`config.mk`:
```
export PLATFORM = sky130hd
export DESIGN_NAME = deficit_round_robin_scheduler
export DESIGN_NICKNAME = d
export VERILOG_FILES = /design/src/rtl/drr_pkg.sv /design/src/rtl/drr_ram.sv /design/src/rtl/drr_front.sv /design/src/rtl/drr_back.sv /design/src/rtl/deficit_round_robin_scheduler.sv
export VERILOG_INCLUDE_DIRS = /design/src /design/src/rtl
export SDC_FILE = /design/constraint.sdc
export NUM_CORES = 2
export LEC_CHECK = 0
export ABC_AREA = 1
export BUFFER_PORTS_ARGS = -buffer_cell sky130_fd_sc_hd__buf_2
export CORE_MARGIN = 2
export CORE_UTILIZATION = 30
export DETAILED_ROUTE_END_ITERATION = 10
export SLEW_MARGIN = 5
export SYNTH_ARGS = -nofsm -noshare
export SYNTH_HDL_FRONTEND = slang
export SYNTH_SLANG_ARGS = --single-unit
```
`constraint.sdc`:
```
create_clock -name clk -period 6.2 [get_ports clk]
set_clock_uncertainty 0.15 [all_clocks]
set_input_delay 0.31 -clock clk [delete_from_list [all_inputs] [get_ports clk]]
set_output_delay 0.31 -clock clk [all_outputs]
set_load 0.02 [all_outputs]
```
`src/rtl/deficit_round_robin_scheduler_macros.svh`:
```
// assertion macros for the deficit round-robin scheduler
`ifndef DEFICIT_ROUND_ROBIN_SCHEDULER_MACROS_SVH
`define DEFICIT_ROUND_ROBIN_SCHEDULER_MACROS_SVH
`ifndef NO_ASSERTIONS
`define DRR_ASSERT(label, clk, rst_n, prop) \
  label: assert property (@(posedge clk) disable iff (!rst_n) (prop)) \
    else $error("assertion failed");
`define DRR_ASSERT_NEXT(label, clk, rst_n, ante, cons) \
  label: assert property (@(posedge clk) disable iff (!rst_n) (ante) |=> (cons)) \
    else $error("assertion failed");
`else
`define DRR_ASSERT(label, clk, rst_n, prop)
`define DRR_ASSERT_NEXT(label, clk, rst_n, ante, cons)
`endif
`endif

```
`src/rtl/drr_pkg.sv`:
```
// types and constants for the deficit round-robin scheduler
`default_nettype none
package drr_pkg;
  localparam int unsigned QIDX_BITS = 3;
  localparam int unsigned PLEN_BITS = 16;
  localparam logic [15:0] QUANTUM_RESET = 16'd500;

  typedef enum logic [1:0] {
    ST_GRANT   = 2'd0,
    ST_NONE    = 2'd1,
    ST_ENQUEUE = 2'd2,
    ST_DROP    = 2'd3
  } status_t;

  localparam logic REQ_ENQUEUE = 1'b0;
  localparam logic REQ_PULL    = 1'b1;

  typedef struct packed {
    logic                 req_type;
    logic [QIDX_BITS-1:0] queue_index;
    logic [PLEN_BITS-1:0] packet_length;
  } drr_in_t;

  typedef struct packed {
    logic [1:0]           status;
    logic [QIDX_BITS-1:0] grant_queue;
    logic [PLEN_BITS-1:0] grant_length;
    logic                 backlog;
  } drr_out_t;
endpackage
`default_nettype wire

```
`src/rtl/drr_ram.sv`:
```
// generic single-port-write ram with registered read
`default_nettype none
module drr_ram #(
  parameter int unsigned WIDTH = 16,
  parameter int unsigned DEPTH = 128
) (
  input  wire logic                     clk,
  input  wire logic                     wr_en,
  input  wire logic [$clog2(DEPTH)-1:0] wr_addr,
  input  wire logic [WIDTH-1:0]         wr_data,
  input  wire logic [$clog2(DEPTH)-1:0] rd_addr,
  output logic      [WIDTH-1:0]         rd_data
);
  logic [WIDTH-1:0] mem_r [DEPTH];
  always_ff @(posedge clk) begin
    if (wr_en) mem_r[wr_addr] <= wr_data;
    rd_data <= mem_r[rd_addr];
  end
endmodule
`default_nettype wire

```
`src/rtl/drr_front.sv`:
```
// input skid queue between the handshake and the scheduling engine
`default_nettype none
`include "deficit_round_robin_scheduler_macros.svh"
module drr_front (
  input  wire logic              clk,
  input  wire logic              rst_n,
  input  wire logic              in_valid,
  output logic                   in_stall,
  input  wire drr_pkg::drr_in_t  in_data,
  output logic                   q_valid,
  input  wire logic              q_take,
  output drr_pkg::drr_in_t       q_data
);
  import drr_pkg::*;
  drr_in_t  slot_r [2];
  logic [1:0] cnt_r, cnt_nxt;
  logic     wp_r, rp_r;
  logic     push, pop;

  assign in_stall = cnt_r[1];
  assign push = in_valid && !in_stall;
  assign q_valid = cnt_r != 2'd0;
  assign pop = q_take && q_valid;
  assign q_data = slot_r[rp_r];

  always_comb begin
    cnt_nxt = cnt_r;
    if (push && !pop) cnt_nxt = cnt_r + 2'd1;
    else if (pop && !push) cnt_nxt = cnt_r - 2'd1;
  end

  always_ff @(posedge clk) begin
    if (!rst_n) begin
      cnt_r <= '0; wp_r <= 1'b0; rp_r <= 1'b0;
    end else begin
      cnt_r <= cnt_nxt;
      if (push) wp_r <= !wp_r;
      if (pop) rp_r <= !rp_r;
    end
    if (push) slot_r[wp_r] <= in_data;
  end

  `DRR_ASSERT(a_cnt_max, clk, rst_n, cnt_r <= 2'd2)
  `DRR_ASSERT_NEXT(a_full_hold, clk, rst_n, cnt_r == 2'd2 && !pop, cnt_r == 2'd2)
  `DRR_ASSERT(a_ptr_cnt, clk, rst_n, (cnt_r == 2'd1) == (wp_r != rp_r))
endmodule
`default_nettype wire

```
`src/rtl/drr_back.sv`:
```
// scheduling engine: per-queue fifos, deficits and the scan sequencer
`default_nettype none
`include "deficit_round_robin_scheduler_macros.svh"
module drr_back #(
  parameter int unsigned NUM_QUEUES  = 8,
  parameter int unsigned FIFO_DEPTH  = 16,
  parameter int unsigned LENGTH_BITS = 16
) (
  input  wire logic              clk,
  input  wire logic              rst_n,
  input  wire logic              cfg_wr_en,
  input  wire logic [15:0]       cfg_wr_data,
  input  wire logic              q_valid,
  output logic                   q_take,
  input  wire drr_pkg::drr_in_t  q_data,
  output logic                   out_valid,
  input  wire logic              out_stall,
  output drr_pkg::drr_out_t      out_data
);
  import drr_pkg::*;
  localparam int unsigned QB = (NUM_QUEUES > 1) ? $clog2(NUM_QUEUES) : 1;
  localparam int unsigned FB = (FIFO_DEPTH > 1) ? $clog2(FIFO_DEPTH) : 1;
  localparam int unsigned CB = $clog2(FIFO_DEPTH + 1);
  localparam int unsigned WB = CB + 1;
  localparam int unsigned DB = LENGTH_BITS + 1;
  localparam int unsigned SB = ((DB > 16) ? DB : 16) + 1;
  localparam int unsigned AB = QB + FB;
  localparam logic [DB-1:0] DEF_MAX = '1;
  localparam logic [QB-1:0] LAST_Q = QB'(NUM_QUEUES - 1);
  localparam logic [FB-1:0] LAST_P = FB'(FIFO_DEPTH - 1);
  localparam logic [CB-1:0] DEPTH_C = CB'(FIFO_DEPTH);

  typedef enum logic [3:0] {
    S_IDLE  = 4'b0001,
    S_READ  = 4'b0010,
    S_EVAL  = 4'b0100,
    S_OUT   = 4'b1000
  } state_t;

  state_t          state_r, state_nxt;
  logic [15:0]     quantum_r;
  logic [CB-1:0]   cnt_r  [NUM_QUEUES];
  logic [FB-1:0]   rdp_r  [NUM_QUEUES];
  logic [DB-1:0]   def_r  [NUM_QUEUES];
  logic [QB-1:0]   scan_r;
  logic [QB:0]     visit_r;
  logic            bl_r;
  drr_out_t        res_r;
  logic [QB-1:0]   nq;
  logic [SB-1:0]   sum;
  logic [DB-1:0]   credited;
  logic            ram_we;
  logic [AB-1:0]   ram_wa, ram_ra;
  logic [LENGTH_BITS-1:0] ram_rd, wr_len;
  logic [FB-1:0]   wr_ptr;
  logic [WB-1:0]   wsum;
  logic [QB-1:0]   qi;
  logic            enq_ok;
  logic            out_free;
  logic            grant_hit;
  logic            last_visit;

  assign out_free = !out_valid || !out_stall;
  assign out_data = res_r;
  assign q_take = (state_r == S_IDLE) && out_free;
  assign nq = (scan_r == LAST_Q) ? '0 : scan_r + QB'(1);
  assign sum = SB'(def_r[nq]) + SB'(quantum_r);
  assign credited = (sum > SB'(DEF_MAX)) ? DEF_MAX : sum[DB-1:0];
  assign grant_hit = cnt_r[scan_r] != '0 && {1'b0, ram_rd} <= def_r[scan_r];
  assign last_visit = visit_r == (QB+1)'(NUM_QUEUES - 1);

  assign qi = QB'(q_data.queue_index);
  assign enq_ok = q_data.req_type == REQ_ENQUEUE &&
                  {{(32-QIDX_BITS){1'b0}}, q_data.queue_index} < NUM_QUEUES &&
                  cnt_r[qi] < DEPTH_C;
  assign wsum = WB'(rdp_r[qi]) + WB'(cnt_r[qi]);
  assign wr_ptr = FB'((wsum >= WB'(FIFO_DEPTH)) ? wsum - WB'(FIFO_DEPTH) : wsum);
  assign wr_len = LENGTH_BITS'(q_data.packet_length);
  assign ram_we = q_take && q_valid && enq_ok;
  assign ram_wa = AB'({qi, wr_ptr});
  assign ram_ra = AB'({scan_r, rdp_r[scan_r]});

  drr_ram #(.WIDTH(LENGTH_BITS), .DEPTH(2**AB)) u_ram (
    .clk(clk), .wr_en(ram_we), .wr_addr(ram_wa), .wr_data(wr_len),
    .rd_addr(ram_ra), .rd_data(ram_rd)
  );

  always_comb begin
    state_nxt = state_r;
    unique case (state_r)
      S_IDLE: if (q_valid && out_free)
                state_nxt = (q_data.req_type == REQ_PULL) ? S_READ : S_OUT;
      S_READ: state_nxt = S_EVAL;
      S_EVAL: state_nxt = (grant_hit || last_visit) ? S_OUT : S_READ;
      S_OUT:  state_nxt = S_IDLE;
      default: state_nxt = S_IDLE;
    endcase
  end

  always_ff @(posedge clk) begin
    if (!rst_n) begin
      state_r <= S_IDLE;
      quantum_r <= QUANTUM_RESET;
      scan_r <= '0;
      visit_r <= '0;
      bl_r <= 1'b0;
      out_valid <= 1'b0;
      for (int i = 0; i < NUM_QUEUES; i++) begin
        cnt_r[i] <= '0; rdp_r[i] <= '0; def_r[i] <= '0;
      end
    end else begin
      state_r <= state_nxt;
      if (cfg_wr_en && cfg_wr_data != 16'd0) quantum_r <= cfg_wr_data;
      out_valid <= (state_r == S_OUT) || (out_valid && out_stall);
      if (state_r == S_IDLE && q_valid && out_free) begin
        visit_r <= '0;
        bl_r <= 1'b0;
        if (q_data.req_type == REQ_ENQUEUE) begin
          res_r <= {enq_ok ? ST_ENQUEUE : ST_DROP, {QIDX_BITS{1'b0}},
                    {PLEN_BITS{1'b0}}, 1'b0};
          if (enq_ok) cnt_r[qi] <= cnt_r[qi] + CB'(1);
        end
      end
      if (state_r == S_EVAL) begin
        if (grant_hit) begin
          def_r[scan_r] <= def_r[scan_r] - {1'b0, ram_rd};
          rdp_r[scan_r] <= (rdp_r[scan_r] == LAST_P) ? '0 : rdp_r[scan_r] + FB'(1);
          cnt_r[scan_r] <= cnt_r[scan_r] - CB'(1);
          res_r <= {ST_GRANT, QIDX_BITS'(scan_r), PLEN_BITS'(ram_rd), 1'b1};
        end else begin
          if (cnt_r[scan_r] == '0) begin
            if (nq != scan_r) def_r[scan_r] <= '0;
          end else bl_r <= 1'b1;
          scan_r <= nq;
          def_r[nq] <= credited;
          visit_r <= visit_r + (QB+1)'(1);
          if (last_visit) begin
            res_r <= {ST_NONE, {QIDX_BITS{1'b0}}, {PLEN_BITS{1'b0}},
                      bl_r || cnt_r[scan_r] != '0};
          end
        end
      end
    end
  end

  `DRR_ASSERT(a_visit_bound, clk, rst_n, visit_r <= (QB+1)'(NUM_QUEUES))
  `DRR_ASSERT_NEXT(a_out_hold, clk, rst_n, out_valid && out_stall, out_valid)
  `DRR_ASSERT(a_take_idle, clk, rst_n, !q_take || state_r == S_IDLE)
endmodule
`default_nettype wire

```
`src/rtl/deficit_round_robin_scheduler.sv`:
```
// top level of the deficit round-robin scheduler
// usage:
// in channel: in_valid/in_stall with in_data; enqueue or pull transaction.
// out channel: out_valid/out_stall with out_data; one result per transaction.
// cfg port: cfg_wr_en/cfg_wr_data writes the quantum; zero is ignored.
// a two-entry input queue feeds a sequential engine that works on one
// transaction at a time.
// enqueue: after acceptance the engine goes through S_OUT, and out_valid is then registered.
// pull: each queue visited takes a fifo ram read, then a deficit update; at most
// NUM_QUEUES queues are visited, and an early grant ends the scan sooner.
// the per-queue length ram has a registered read port, which is why a visit
// needs separate read and evaluate states.
// reset clears counts, pointers, deficits and sets quantum to 500;
// ram contents are left as they are.
// while out_stall holds, the result register keeps its value and the
// engine waits; the input queue still takes up to two transactions.
`default_nettype none
module deficit_round_robin_scheduler #(
  parameter int unsigned NUM_QUEUES  = 8,
  parameter int unsigned FIFO_DEPTH  = 16,
  parameter int unsigned LENGTH_BITS = 16
) (
  input  wire logic              clk,
  input  wire logic              rst_n,
  input  wire logic              cfg_wr_en,
  input  wire logic [15:0]       cfg_wr_data,
  input  wire logic              in_valid,
  output logic                   in_stall,
  input  wire drr_pkg::drr_in_t  in_data,
  output logic                   out_valid,
  input  wire logic              out_stall,
  output drr_pkg::drr_out_t      out_data
);
  import drr_pkg::*;
  logic    q_valid, q_take;
  drr_in_t q_data;

  drr_front u_front (
    .clk(clk), .rst_n(rst_n), .in_valid(in_valid), .in_stall(in_stall),
    .in_data(in_data), .q_valid(q_valid), .q_take(q_take), .q_data(q_data)
  );

  drr_back #(.NUM_QUEUES(NUM_QUEUES), .FIFO_DEPTH(FIFO_DEPTH),
             .LENGTH_BITS(LENGTH_BITS)) u_back (
    .clk(clk), .rst_n(rst_n), .cfg_wr_en(cfg_wr_en), .cfg_wr_data(cfg_wr_data),
    .q_valid(q_valid), .q_take(q_take), .q_data(q_data),
    .out_valid(out_valid), .out_stall(out_stall), .out_data(out_data)
  );
endmodule
`default_nettype wire
```
==> flow_metrics.tcl <==
set metrics [dict create \
    status "finished, final reports clean" \
    grt_overflow 0 \
    grtUsageTotal 0.1765 \
    cts_setup_buffers 0 \
    grt_pass1_vias 71828 \
    power_frac_comb 0.172 \
    synth_largest_area_cell "edfxtp_1" \
    grt_pass1_wl_um 486400 \
    start_util 0.3013 \
    synth_flop_cell "edfxtp_1" \
    dr.pass1.iters 8 \
    crit_type "reg -> reg" \
    dp_cells 14612 \
    wl_met2_um 155900 \
    rows 220 \
    drc 0 \
    p_leak_nw 46.50 \
    grt_setup_unrepaired "false" \
    setup_violations 0 \
    cts.path.max_buffers 4 \
    synth-edff-count 2318 \
    synthCells 10122 \
    tightest_slew_ns 1.172 \
    ys_types 48 \
    ys_top_cells_by_count "edfxtp_1 (2,318), nand3_1 (1,938), nand2_1 (1,880)" \
    final_nets 10250 \
    powerDensity_mw_per_mm2 336.0 \
    synth_nets 10208 \
    antenna_found_initial 8 \
    fmaxAchievable_mhz 167.9 \
    drive_gt1_frac 0.07498 \
    core_area_mm2 0.3592 \
    place_congestion 0.9090 \
    min_path_type "in -> reg" \
    ant_nets 0 \
    min_period_ns 5.957 \
    cp-start-kind "flip-flop" \
    switching_power_mw 12.29 \
    ioPinCount 65 \
    synthArstFlopShare 0 \
    layout.cells.non_filler 15141 \
    vias 76938 \
    root_buffer "clkbuf_16" \
    drt_iter0_drc 9723 \
    pwr-share-clk 0.346 \
    cp.required_ns 6.62 \
    insertion_delay_ns 0.94 \
    routed_wl_um 334700 \
    hpwl_um 199300 \
    maxCapViolations 0 \
    die_y_um 604.7 \
    ys_seq_area_frac 0.6529 \
    ir_drop_mv 0.2868 \
    pwr-share-seq 0.482 \
    synthTopCellsByArea "edfxtp_1 (64%), nand3_1 (9.0%), nand3b_1 (6.9%)" \
    synth_area_mm2 0.1082 \
    post_drt_via_cell_ratio 5.081 \
    yosysWarnings 0 \
    routed-wl-met3_um 27530 \
    synthDominantCellAreaShare 0.6431 \
    ys_ff_latch 2371 \
    chipWidth_um 604.7 \
    portBuffers 64 \
    max_slew_margin 0.2187 \
    cts_inserted_buffers 247 \
    areaGrowthSynthToFinish_pct 13.67 \
    wire_per_inst_um 22.11 \
    finalSetupTns_ns 0 \
    m1WireLength_um 138700 \
    cts_max_level 4 \
    critPathArrivalTime_ns 6.38 \
    p_sw_frac 0.2973 \
    slew_violations 0 \
    finalCritPeriodShare 0.9608 \
    finalHoldViolCount 0 \
    critical_path.max_fanout 17 \
    cts.sinks 2371 \
    dieArea_mm2 0.3656 \
    grt_max_degree 196 \
    path_clk_slew_ns 0.06 \
    power.internal_mw 29.05 \
    cp-end-kind "flip-flop" \
    highest_layer "met5" \
    syn_area_per_cell_um2 10.69 \
    cts_tree "built" \
    yosysMostFrequentCell "edfxtp_1" \
]
==> critical path, stage by stage (launching register included) <==
cell,delay [ns]
dfxtp_1,0.67
ha_1,0.27
ha_1,0.29
inv_1,0.08
nor2_1,0.06
nand2_1,0.77
o22ai_1,0.16
nor4_1,0.91
ha_1,0.40
nand3_1,0.09
nand2_1,0.09
nand2_1,0.07
nand2_1,0.10
nand2_1,0.11
nand2_1,0.06
nand2_1,0.07
a21oi_1,0.07
buf_4,0.18
a21oi_1,0.78
o22ai_1,0.24
==> per-layer routing <==
layer  GRT usage  vias up
li1            -    35110
met1      0.2422    37694
met2      0.2837     3534
met3     0.02497      598
met4     0.06456        2
met5           0        -
==> final timing paths <==
| kind | cells past startpoint | start | endpoint | slack (ns) |
|---|---|---|---|---|
| max | 19 | u_back.scan_r[0] | u_back.def_r[7][5] | 0.24 |
| min reg2reg | 2 | u_front.rp_r | u_front.rp_r | 0.32 |
| max reg2reg | 19 | u_back.scan_r[0] | u_back.def_r[7][5] | 0.24 |
| min | 6 | cfg_wr_data[2] | u_back.quantum_r[0] | 0.13 |
==> metrics by stage <==
| stage | area, um^2 | util | setup WS [ns] | power (mW) | hold slack [ns] |
|---|---|---|---|---|---|
| after floorplan | 108200 | - | 1.662 | 23.62 | 0.2589 |
| after global placement | 114700 | 0.3192 | 0.3371 | 27.18 | 0.2994 |
| after detailed placement | 114700 | 0.3192 | 0.2851 | 27.24 | 0.3067 |
| after CTS | 123000 | 0.3424 | 0.2384 | 41.43 | 0.07469 |
| after global routing | 123000 | 0.3425 | 0.009931 | 42.46 | 0.1388 |
| final | 123000 | 0.3425 | 0.2428 | 41.34 | 0.1329 |
==> final cells by class <==
cell class	count	area, um^2
fill	35510	236200
sequential	2371	70670
multi-input combinational	5897	30320
clock buffer	316	6492
tap	4773	5972
inverter	1196	4502
timing repair buffer	451	3966
clock inverter	132	1102
antenna	5	12.51
==> flip-flops by register name (all words and copies together) (netlist names), named ones only <==
| signal | count |
|---|---|
| u_back.bl_r | 1 |
| u_back.cnt_r | 40 |
| u_back.def_r | 136 |
| u_back.out_data | 22 |
| u_back.out_valid | 1 |
| u_back.quantum_r | 16 |
| u_back.rdp_r | 32 |
| u_back.scan_r | 3 |
| u_back.state_r | 4 |
| u_back.u_ram.mem_r | 2048 |
| u_back.u_ram.rd_data | 16 |
| u_back.visit_r | 4 |
| u_front.cnt_r | 2 |
| u_front.rp_r | 1 |
| u_front.slot_r | 40 |
| u_front.wp_r | 1 |
==> cells in the final DEF (no fill, tap or decap), types with 10 or more instances in the layout <==
cell type / netlist / final
edfxtp_1: 2318 / 2318
nand3_1: 1938 / 1936
nand2_1: 1880 / 1851
inv_1: 1184 / 1183
nand3b_1: 995 / 995
nor2_1: 441 / 426
buf_4: 29 / 267
clkbuf_16: 0 / 249
o21ai_0: 169 / 168
o22ai_1: 159 / 159
a21oi_1: 77 / 77
dlygate4sd3_1: 0 / 76
clkinv_1: 7 / 74
clkbuf_1: 230 / 66
buf_2: 316 / 64
dfxtp_1: 53 / 52
buf_12: 0 / 44
ha_1: 42 / 42
clkinv_2: 0 / 33
nand4_1: 25 / 25
o211ai_1: 20 / 20
a31oi_1: 19 / 19
nand2_2: 8 / 18
o21ai_1: 18 / 18
nand2_4: 2 / 18
bufinv_16: 0 / 17
nor2_2: 1 / 15
nor4_1: 16 / 15
nor3_1: 12 / 12
xor2_1: 12 / 12
or2_2: 10 / 10
==> power by group through the flow <==
stage,clock network (mW),registers [mW],logic (mW)
floorplan,0,20.5,3.13
global placement,0,20.2,6.93
detailed placement,0,20.2,6.99
CTS,14.5,19.9,7.05
global route,15.0,19.9,7.48
finish,14.3,19.9,7.12
==> repair_timing <==
item | 4_1_cts | 5_1_grt
hold buffers | 76 | 0
gates resized for setup | 0 | 4
setup endpoints to repair | 0 | 30
endpoints found under the hold margin | 130 | 0
==> kinds of logic after synthesis <==
kind of cell,count (synthesis),synth area share
multiplexers,1,0.00009248
XOR/XNOR,21,0.001699
AND/OR/NAND/NOR,5342,0.2445
AO/OA/AOI/OAI,488,0.02579
buffers and inverters,1854,0.06964
flip-flops,2371,0.6529
adder cells (fa/ha/maj),45,0.005410
Power figures use the tool's default switching activity.
